File: src/rtl/stq_pkg.sv
// Shared types and constants for the sorted timer queue.
package stq_pkg;

	localparam int ID_W   = 4;
	localparam int TIME_W = 32;
	localparam int CMD_W  = 2;

	// command codes; code 3 is unused and ignored
	localparam logic [CMD_W-1:0] CMD_ARM     = 2'd0;
	localparam logic [CMD_W-1:0] CMD_DISARM  = 2'd1;
	localparam logic [CMD_W-1:0] CMD_SERVICE = 2'd2;

	typedef enum logic {
		ALU_ADD = 1'b0,
		ALU_SUB = 1'b1
	} alu_op_t;

	typedef struct packed {
		logic [TIME_W-1:0] sum;
		logic              later;	// sub only: a - b, read signed, above zero
	} alu_res_t;

	// one queue position: slot id and its expiry
	typedef struct packed {
		logic [ID_W-1:0]   id;
		logic [TIME_W-1:0] exp;
	} q_entry_t;

endpackage

File: src/rtl/sorted_timer_queue_core.sv
// Top level of the sorted timer queue: sequencer, queue and period RAMs, shared ALU.
//
//  channel | signals                                          | handshake
//  --------+--------------------------------------------------+-------------------------------
//  command | command timer_id interval repeat_req now          | start high, busy low at edge
//  result  | fired_id                                         | fired strobe, one cycle, no stall
//
// Passes per beat: a pass walks the queue RAM one position per cycle through its single
//   read port. An arm of an idle slot makes one insert pass, an arm of a queued slot a
//   remove pass and then an insert pass, a disarm of a queued slot one remove pass; any
//   other disarm, an empty service, a service without expiry and code 3 make no pass. A
//   service with pop makes a remove pass, plus an insert pass when a periodic slot goes
//   back in.
// Reset clears the sequencer, the fill count and the queued flags; RAM contents are
//   left as they are, only queued positions and armed slots are ever read.
// busy stays high for the whole command; the result side cannot stall, fired_id is
//   valid only in the cycle fired is high.
module sorted_timer_queue_core #(
	parameter int NUM_TIMERS = 16
) (
	input  logic                       clk,
	input  logic                       arst_n,
	input  logic                       start,
	output logic                       busy,
	input  logic [stq_pkg::CMD_W-1:0]  command,
	input  logic [stq_pkg::ID_W-1:0]   timer_id,
	input  logic [stq_pkg::TIME_W-1:0] interval,
	input  logic                       repeat_req,
	input  logic [stq_pkg::TIME_W-1:0] now,
	output logic                       fired,
	output logic [stq_pkg::ID_W-1:0]   fired_id
);
	import stq_pkg::*;

	localparam int IDX_W = (NUM_TIMERS > 1) ? $clog2(NUM_TIMERS) : 1;
	localparam int CNT_W = $clog2(NUM_TIMERS + 1);

	typedef enum logic [6:0] {
		S_IDLE     = 7'b0000001,
		S_DECODE   = 7'b0000010,
		S_HEAD_CHK = 7'b0000100,
		S_POP      = 7'b0001000,
		S_RM       = 7'b0010000,
		S_ADD      = 7'b0100000,
		S_INS      = 7'b1000000
	} state_t;

	function automatic logic [IDX_W-1:0] to_idx(input logic [ID_W-1:0] id);
		logic [IDX_W+ID_W-1:0] ext;
		begin
			ext = (IDX_W+ID_W)'(id);
			return ext[IDX_W-1:0];
		end
	endfunction

	// control state
	state_t                state_q;
	logic [CNT_W-1:0]      cnt_q;
	logic [NUM_TIMERS-1:0] queued_q;
	logic [CNT_W-1:0]      rd_pos_q;
	logic                  dv_q;
	logic                  found_q;
	logic                  fired_q;

	// payload
	logic [CMD_W-1:0]      cmd_q;
	logic [ID_W-1:0]       tid_q;
	logic [TIME_W-1:0]     interval_q;
	logic                  rep_q;
	logic [TIME_W-1:0]     now_q;
	logic [TIME_W-1:0]     when_q;
	logic [TIME_W-1:0]     head_exp_q;
	logic [TIME_W-1:0]     per_q;
	logic [CNT_W-1:0]      dpos_q;
	q_entry_t              carry_q;
	logic [ID_W-1:0]       fired_id_q;

	// queue RAM, indexed by position
	logic                  ord_we;
	logic [IDX_W-1:0]      ord_waddr;
	q_entry_t              ord_wdata;
	logic [IDX_W-1:0]      ord_raddr;
	logic [$bits(q_entry_t)-1:0] ord_rdata_raw;
	q_entry_t              ord_rdata;

	// period RAM, indexed by slot
	logic                  per_we;
	logic [TIME_W-1:0]     per_wdata;
	logic [TIME_W-1:0]     per_rdata;

	logic [TIME_W-1:0]     alu_a;
	logic [TIME_W-1:0]     alu_b;
	alu_op_t               alu_op;
	alu_res_t              alu_res;

	logic [IDX_W-1:0]      tidx;
	logic                  id_ok;
	logic                  pass;
	logic                  rd_issue;
	logic                  pass_end;
	logic [CNT_W-1:0]      dpos_m1;
	q_entry_t              new_ent;
	logic                  not_full;

	assign ord_rdata = q_entry_t'(ord_rdata_raw);
	assign tidx      = to_idx(tid_q);
	assign id_ok     = 32'(tid_q) < 32'(NUM_TIMERS);
	assign pass      = (state_q == S_RM) || (state_q == S_INS);
	assign rd_issue  = pass && (rd_pos_q < cnt_q);
	assign pass_end  = pass && !dv_q && (rd_pos_q == cnt_q);
	assign dpos_m1   = dpos_q - CNT_W'(1);
	assign new_ent   = '{id: tid_q, exp: when_q};
	assign not_full  = cnt_q < CNT_W'(NUM_TIMERS);

	assign busy     = (state_q != S_IDLE);
	assign fired    = fired_q;
	assign fired_id = fired_id_q;

	// outside a pass the queue RAM sits on the head position
	assign ord_raddr = pass ? rd_pos_q[IDX_W-1:0] : '0;

	// queue RAM writes: shift left behind the removed slot, carry right behind the new one
	always_comb begin
		ord_we    = 1'b0;
		ord_waddr = dpos_q[IDX_W-1:0];
		ord_wdata = carry_q;
		if (state_q == S_RM && dv_q && found_q) begin
			ord_we    = 1'b1;
			ord_waddr = dpos_m1[IDX_W-1:0];
			ord_wdata = ord_rdata;
		end
		if (state_q == S_INS && dv_q) begin
			if (found_q) begin
				ord_we = 1'b1;
			end else if (alu_res.later) begin
				ord_we    = 1'b1;
				ord_wdata = new_ent;
			end
		end
		if (state_q == S_INS && pass_end) begin
			ord_we    = 1'b1;
			ord_waddr = cnt_q[IDX_W-1:0];
			ord_wdata = found_q ? carry_q : new_ent;
		end
	end

	assign per_we    = (state_q == S_ADD) && (cmd_q == CMD_ARM);
	assign per_wdata = rep_q ? interval_q : '0;

	// shared ALU operand select
	always_comb begin
		alu_a  = ord_rdata.exp;
		alu_b  = when_q;
		alu_op = ALU_SUB;
		unique case (state_q)
			S_HEAD_CHK: begin
				alu_b = now_q;
			end
			S_ADD: begin
				alu_op = ALU_ADD;
				if (cmd_q == CMD_ARM) begin
					alu_a = now_q;
					alu_b = interval_q;
				end else begin
					alu_a = head_exp_q;
					alu_b = per_q;
				end
			end
			default: begin
			end
		endcase
	end

	stq_ram #(
		.WIDTH ($bits(q_entry_t)),
		.DEPTH (NUM_TIMERS)
	) u_order_ram (
		.clk   (clk),
		.we    (ord_we),
		.waddr (ord_waddr),
		.wdata (ord_wdata),
		.raddr (ord_raddr),
		.rdata (ord_rdata_raw)
	);

	// read address follows the head id; the registered read data is taken in S_POP
	stq_ram #(
		.WIDTH (TIME_W),
		.DEPTH (NUM_TIMERS)
	) u_period_ram (
		.clk   (clk),
		.we    (per_we),
		.waddr (tidx),
		.wdata (per_wdata),
		.raddr (to_idx(ord_rdata.id)),
		.rdata (per_rdata)
	);

	stq_alu u_alu (
		.a   (alu_a),
		.b   (alu_b),
		.op  (alu_op),
		.res (alu_res)
	);

	// sequencer and control state
	always_ff @(posedge clk or negedge arst_n) begin
		if (!arst_n) begin
			state_q  <= S_IDLE;
			cnt_q    <= '0;
			queued_q <= '0;
			rd_pos_q <= '0;
			dv_q     <= 1'b0;
			found_q  <= 1'b0;
			fired_q  <= 1'b0;
		end else begin
			fired_q <= 1'b0;

			// pass walker: one read issued per cycle, data handled the next
			if (pass) begin
				if (rd_issue) begin
					rd_pos_q <= rd_pos_q + CNT_W'(1);
				end
				dv_q <= rd_issue;
				if (dv_q) begin
					if (state_q == S_RM && ord_rdata.id == tid_q) begin
						found_q <= 1'b1;
					end
					if (state_q == S_INS && !found_q && alu_res.later) begin
						found_q <= 1'b1;
					end
				end
			end else begin
				rd_pos_q <= '0;
				dv_q     <= 1'b0;
				found_q  <= 1'b0;
			end

			unique case (state_q)
				S_IDLE: begin
					if (start) begin
						state_q <= S_DECODE;
					end
				end
				S_DECODE: begin
					if (cmd_q == CMD_ARM) begin
						if (!id_ok) begin
							state_q <= S_IDLE;
						end else if (queued_q[tidx]) begin
							state_q <= S_RM;
						end else begin
							state_q <= S_ADD;
						end
					end else if (cmd_q == CMD_DISARM) begin
						state_q <= (id_ok && queued_q[tidx]) ? S_RM : S_IDLE;
					end else if (cmd_q == CMD_SERVICE) begin
						state_q <= (cnt_q != '0) ? S_HEAD_CHK : S_IDLE;
					end else begin
						state_q <= S_IDLE;
					end
				end
				S_HEAD_CHK: begin
					state_q <= alu_res.later ? S_IDLE : S_POP;
				end
				S_POP: begin
					fired_q <= 1'b1;
					state_q <= S_RM;
				end
				S_RM: begin
					if (pass_end) begin
						if (found_q) begin
							cnt_q <= cnt_q - CNT_W'(1);
						end
						queued_q[tidx] <= 1'b0;
						if (cmd_q == CMD_ARM) begin
							state_q <= S_ADD;
						end else if (cmd_q == CMD_SERVICE && per_q != '0) begin
							state_q <= S_ADD;
						end else begin
							state_q <= S_IDLE;
						end
					end
				end
				S_ADD: begin
					state_q <= not_full ? S_INS : S_IDLE;
				end
				S_INS: begin
					if (pass_end) begin
						cnt_q          <= cnt_q + CNT_W'(1);
						queued_q[tidx] <= 1'b1;
						state_q        <= S_IDLE;
					end
				end
				default: begin
					state_q <= S_IDLE;
				end
			endcase
		end
	end

	// payload registers
	always_ff @(posedge clk) begin
		if (state_q == S_IDLE && start) begin
			cmd_q      <= command;
			tid_q      <= timer_id;
			interval_q <= interval;
			rep_q      <= repeat_req;
			now_q      <= now;
		end
		if (state_q == S_HEAD_CHK) begin
			tid_q      <= ord_rdata.id;
			head_exp_q <= ord_rdata.exp;
		end
		if (state_q == S_POP) begin
			per_q      <= per_rdata;
			fired_id_q <= tid_q;
		end
		if (state_q == S_ADD) begin
			when_q <= alu_res.sum;
		end
		if (rd_issue) begin
			dpos_q <= rd_pos_q;
		end
		if (state_q == S_INS && dv_q && (found_q || alu_res.later)) begin
			carry_q <= ord_rdata;
		end
	end

	// a result only comes out while a command is in progress
	a_fired_busy: assert property (@(posedge clk) disable iff (!arst_n)
		fired |-> busy)
		else $error("fired strobe outside a command");

	// between commands the fill count matches the queued flags
	a_count_flags: assert property (@(posedge clk) disable iff (!arst_n)
		!busy |-> ($countones(queued_q) == int'(cnt_q)))
		else $error("queue count and queued flags disagree");

	// an accepted beat always takes the block busy
	a_accept_busy: assert property (@(posedge clk) disable iff (!arst_n)
		(start && !busy) |=> busy)
		else $error("accepted beat did not raise busy");

	a_count_range: assert property (@(posedge clk) disable iff (!arst_n)
		cnt_q <= CNT_W'(NUM_TIMERS))
		else $error("queue count beyond capacity");

endmodule

File: src/rtl/stq_ram.sv
// Generic single write port, single read port RAM with registered read.
module stq_ram #(
	parameter int WIDTH = 8,
	parameter int DEPTH = 16,
	localparam int AW = (DEPTH > 1) ? $clog2(DEPTH) : 1
) (
	input  logic             clk,
	input  logic             we,
	input  logic [AW-1:0]    waddr,
	input  logic [WIDTH-1:0] wdata,
	input  logic [AW-1:0]    raddr,
	output logic [WIDTH-1:0] rdata
);

	logic [WIDTH-1:0] mem_q [DEPTH];

	always_ff @(posedge clk) begin
		if (we) begin
			mem_q[waddr] <= wdata;
		end
		rdata <= mem_q[raddr];
	end

endmodule

File: src/rtl/stq_alu.sv
// Shared 32-bit add/subtract unit with wrap-around "later than" flag.
module stq_alu (
	input  logic [stq_pkg::TIME_W-1:0] a,
	input  logic [stq_pkg::TIME_W-1:0] b,
	input  stq_pkg::alu_op_t           op,
	output stq_pkg::alu_res_t          res
);
	import stq_pkg::*;

	logic [TIME_W-1:0] b_x;
	logic [TIME_W-1:0] sum;

	always_comb begin
		b_x = (op == ALU_SUB) ? ~b : b;
		sum = a + b_x + TIME_W'(op == ALU_SUB);
		res.sum   = sum;
		res.later = (sum != '0) && !sum[TIME_W-1];
	end

endmodule

File: config.mk
export PLATFORM = sky130hd
export DESIGN_NAME = sorted_timer_queue_core
export DESIGN_NICKNAME = d
export VERILOG_FILES = /design/src/rtl/stq_pkg.sv /design/src/rtl/sorted_timer_queue_core.sv /design/src/rtl/stq_ram.sv /design/src/rtl/stq_alu.sv
export SDC_FILE = /design/constraint.sdc
export NUM_CORES = 2
export LEC_CHECK = 0
export BUFFER_PORTS_ARGS = -buffer_cell sky130_fd_sc_hd__buf_2
export CAP_MARGIN = 20
export CORE_MARGIN = 2
export CORE_UTILIZATION = 45
export DETAILED_ROUTE_END_ITERATION = 10
export PLACE_DENSITY = 0.68
export SLEW_MARGIN = 5
export SYNTH_ARGS = -nofsm -noshare
export SYNTH_HDL_FRONTEND = slang
export SYNTH_SLANG_ARGS = --single-unit
export TNS_END_PERCENT = 30
File: constraint.sdc
create_clock -name clk -period 17.5 [get_ports clk]
set_clock_uncertainty 0.1 [all_clocks]
set_input_delay 0.875 -clock clk [delete_from_list [all_inputs] [get_ports clk]]
set_output_delay 0.875 -clock clk [all_outputs]
set_load 0.01 [all_outputs]
==> flow_summary.json <==
{
  "run_status": "finished clean",
  "timing.critical_path.max_delay_family": "simple AND/OR/NAND/NOR gates",
  "fmax_mhz": 120,
  "period_needed_ns": 8.36,
  "dpl_cell_area_um2": 58800,
  "num_io_pins": 80,
  "ctsHoldBuffers": 0,
  "initial_standard_cell_utilization_of_the_core_pct": 45.4,
  "post_route_cells_drive_above_1_share_pct": 23.7,
  "num-nets-final": 3223,
  "worst-r2r-setup-slack_ns": 9.14,
  "postCtsSetupBuffers": 0,
  "path_common_cell": "sky130_fd_sc_hd__buf_4",
  "synth-async-reset-ratio_pct": 2.57,
  "p_leak_nw": 20.3,
  "die_area_um2": 128000,
  "max_stage_delay_ns": 0.63,
  "core-area_um2": 124000,
  "via_density": 6.13,
  "yosysUniqueCellTypes": 80,
  "grt_antenna_before_repair": 19,
  "root_buffer": "sky130_fd_sc_hd__clkbuf_16",
  "syn-cell-area_um2": 56300,
  "postCtsResizedCells": 0,
  "synth_top_flop_cell": "sky130_fd_sc_hd__edfxtp_1",
  "worst_r2r_endpoint": "u_order_ram.mem_q[10][34]",
  "areaGrowthSynthToFinish_pct": 12.7,
  "rsz0062_at_grt": "false",
  "grt_max_degree": 120,
  "cp-end-kind": "flip-flop",
  "avgRoutedWirePerCell_um": 29.6,
  "synth_area_per_cell_um2": 18.8,
  "setup_tns_ns": 0,
  "slew_violations": 0,
  "final-hold-violation-count": 0,
  "slew-limit-headroom_pct": 15.8,
  "sequential_area_share_after_synthesis_pct": 73.4,
  "grt_util_met2_pct": 36.4,
  "postSynthRegisterBits": 1403,
  "critPathRequiredTime_ns": 17.88,
  "globalRouteMet1Util_pct": 31.4,
  "vias_in_the_first_global_route": 29100,
  "worstReg2RegStart": "state_q[3]",
  "total_power_mw": 6.96,
  "criticalPathCategory": "reg -> reg",
  "half_perimeter_wire_length_of_the_detailed_placement_result_mm": 82.5,
  "layout.cells.most_common": "sky130_fd_sc_hd__edfxtp_1",
  "finalWeightedCongestion": 0.952,
  "port_buffers": 79,
  "tightest_slew_ns": 1.26,
  "ir_drop_mv": 0.102,
  "clockBufferDepth": 3,
  "syn_inst": 2994,
  "worst_r2r_path_depth": 21,
  "cts.sinks": 1403,
  "worstHoldPathType": "in -> async",
  "routed_wl_mm": 144,
  "cts_buffers": 138,
  "commonest_cells_after_routing_fill_and_taps_aside": "sky130_fd_sc_hd__edfxtp_1 (1299), sky130_fd_sc_hd__mux4_2 (305), sky130_fd_sc_hd__o21ai_0 (143), sky130_fd_sc_hd__clkbuf_16 (140), sky130_fd_sc_hd__nand2_1 (107)",
  "drv.max_cap_violation_count": 0,
  "cts-htree-levels": 4,
  "overflow": 0,
  "antenna_violating_nets_post_route": 0,
  "tritoncts": "built",
  "critical_path_peak_fanout": 69,
  "fp.dieH_um": 358,
  "synth-edff-count": 1299,
  "die_width_um": 358,
  "detailedRoute.firstPassIterationCount": 5,
  "power.density_cell_area_nw_per_um2": 110,
  "clock_pin_slew_reported_for_the_worst_setup_and_hold_paths_after_clock_tree_synthesis_ns": 0.07,
  "post-route-cell-area_um2": 63400,
  "worstPathCellList": "nor4_2, nand3_4, buf_4, inv_1, buf_4, nor2_2, buf_4, a221oi_1, ha_1, a21o_1, a31oi_1, nand3_1, a21bo_2, xor2_1, or4bb_1, nor4_1, nand4b_1, o211ai_2, and2_2, buf_4, o221a_1",
  "cp-start-kind": "flip-flop",
  "drc": 0,
  "clock_insertion_delay_worst_skew_ns": 0.77,
  "report.final.setup_viol": 0,
  "grt_use_total_pct": 22.6,
  "rows": 129,
  "synthesis.nets": 3110,
  "ys.warnings.count": 0,
  "dr_total_vias": 29800,
  "grt_most_used_layer": "met2",
  "slowest_stage_cell_cp": "sky130_fd_sc_hd__o221a_1",
  "yosys.area.top_type_share_pct": 69.3,
  "final.period_utilization_pct": 47.8,
  "yosys.area.top_type": "sky130_fd_sc_hd__edfxtp_1",
  "worstPathBufferInverterCount": 5,
  "drt_iter0_markers": 3910,
  "grt_util_met3_pct": 3.66,
  "cp.arrival_ns": 8.74,
  "synth.area.top_cells": "sky130_fd_sc_hd__edfxtp_1 (69%), sky130_fd_sc_hd__mux4_2 (12%), sky130_fd_sc_hd__dfxtp_1 (2.4%)",
  "grt_pass1_wl_mm": 206
}
[worst reg2reg max path: cells and delay by family (launching register included)]
| family | cells | cell delay (ns) |
|---|---|---|
| AO/OA/AOI/OAI | 6 | 2.02 |
| buffers and inverters | 5 | 1.91 |
| adder cells (fa/ha/maj) | 1 | 0.44 |
| AND/OR/NAND/NOR | 8 | 2.97 |
| XOR/XNOR | 1 | 0.16 |
| flip-flops | 1 | 0.45 |
[synth_stat cells, types with 5 or more instances]
cell type / n
sky130_fd_sc_hd__mux2_2: 39
sky130_fd_sc_hd__o21a_1: 18
sky130_fd_sc_hd__nor3_1: 26
sky130_fd_sc_hd__xnor2_1: 17
sky130_fd_sc_hd__o221a_2: 6
sky130_fd_sc_hd__nand4_1: 16
sky130_fd_sc_hd__a211oi_1: 44
sky130_fd_sc_hd__or3_1: 5
sky130_fd_sc_hd__and2_1: 74
sky130_fd_sc_hd__nor2b_1: 8
sky130_fd_sc_hd__a221oi_1: 34
sky130_fd_sc_hd__o211ai_1: 5
sky130_fd_sc_hd__nand3_1: 59
sky130_fd_sc_hd__o22ai_1: 5
sky130_fd_sc_hd__ha_1: 40
sky130_fd_sc_hd__nor3b_1: 7
sky130_fd_sc_hd__mux4_2: 305
sky130_fd_sc_hd__nand2_1: 111
sky130_fd_sc_hd__nor2_1: 92
sky130_fd_sc_hd__nor4_1: 16
sky130_fd_sc_hd__dfxtp_1: 68
sky130_fd_sc_hd__o21ai_0: 143
sky130_fd_sc_hd__a31oi_1: 12
sky130_fd_sc_hd__clkbuf_1: 128
sky130_fd_sc_hd__a21oi_1: 56
sky130_fd_sc_hd__and3_1: 10
sky130_fd_sc_hd__dfrtp_1: 35
sky130_fd_sc_hd__buf_1: 31
sky130_fd_sc_hd__inv_1: 29
sky130_fd_sc_hd__a21o_1: 11
sky130_fd_sc_hd__mux2i_1: 70
sky130_fd_sc_hd__xor2_1: 18
sky130_fd_sc_hd__nand2b_1: 42
sky130_fd_sc_hd__o221a_1: 30
sky130_fd_sc_hd__and3b_1: 7
sky130_fd_sc_hd__edfxtp_1: 1299
[report_power, final]
part | switching, mW | leakage [nW] | internal (mW) | total (mW)
combinational | 0.151 | 5.21 | 0.0529 | 0.204
sequential | 0.0467 | 12.8 | 3.72 | 3.76
clock | 1.27 | 2.23 | 1.72 | 2.99
[through the flow]
stage / utilization (%) / hold slack (ns) / worst slack (ns) / std cells
after global routing: 51.2 / 0.167 / 8.80 / 4864
after CTS: 51.1 / 0.103 / 9.24 / 4859
after floorplan: - / 0.286 / 8.69 / 2994
final: 51.2 / 0.125 / 9.14 / 4866
after detailed placement: 47.4 / 0.289 / 9.24 / 4603
after global placement: 47.4 / 0.286 / 8.99 / 4602
[registers in the layout (all words and copies together), names as in the netlist, 32 cells and up, named ones only]
register and cells:
u_order_ram.mem_q 576, u_period_ram.mem_q 512, carry_q 36, u_order_ram.rdata 36
head_exp_q 32, interval_q 32, now_q 32, per_q 32
u_period_ram.rdata 32, when_q 32
[area by class of cell]
class / count / area [um^2]
tap: 1637 / 2050
antenna: 6 / 15.0
timing repair buffer: 140 / 878
clock buffer: 187 / 3810
multi-input combinational: 1394 / 14500
clock inverter: 69 / 778
sequential: 1403 / 41300
fill: 9767 / 60500
inverter: 30 / 113
[cell families (layout without fill, tap and decap cells)]
group / after synthesis / in the layout / synth area share [%]
AOI/OAI and AO/OA: 411 / 411 / 5.02
buffers and inverters: 197 / 426 / 1.37
DFF: 1403 / 1403 / 73.4
adders and majority gates: 42 / 42 / 0.961
muxes: 414 / 414 / 14.2
other: 0 / 6 / 0
and+or+nand+nor: 492 / 492 / 4.51
xor gates and xnor gates: 35 / 35 / 0.545
[worst max-delay path by stage]
stage	from	end	slack (ns)	depth (start not counted)
CTS	state_q[3]	u_order_ram.mem_q[10][34]	9.24	21
floorplan	state_q[4]	u_order_ram.mem_q[1][0]	8.69	19
detailed placement	state_q[3]	u_order_ram.mem_q[10][34]	9.24	21
finish	state_q[3]	u_order_ram.mem_q[10][34]	9.14	21
global route	state_q[3]	u_order_ram.mem_q[1][34]	8.80	21
global placement	state_q[3]	u_order_ram.mem_q[10][34]	8.99	19
[metal layers]
layer | part of all wire (%) | wire length (um)
met5 | 0.019 | 27
met4 | 3.4 | 4930
met3 | 8.3 | 12000
met2 | 48 | 69600
met1 | 40 | 57600
Note: power is estimated with default switching activity, not from simulation.
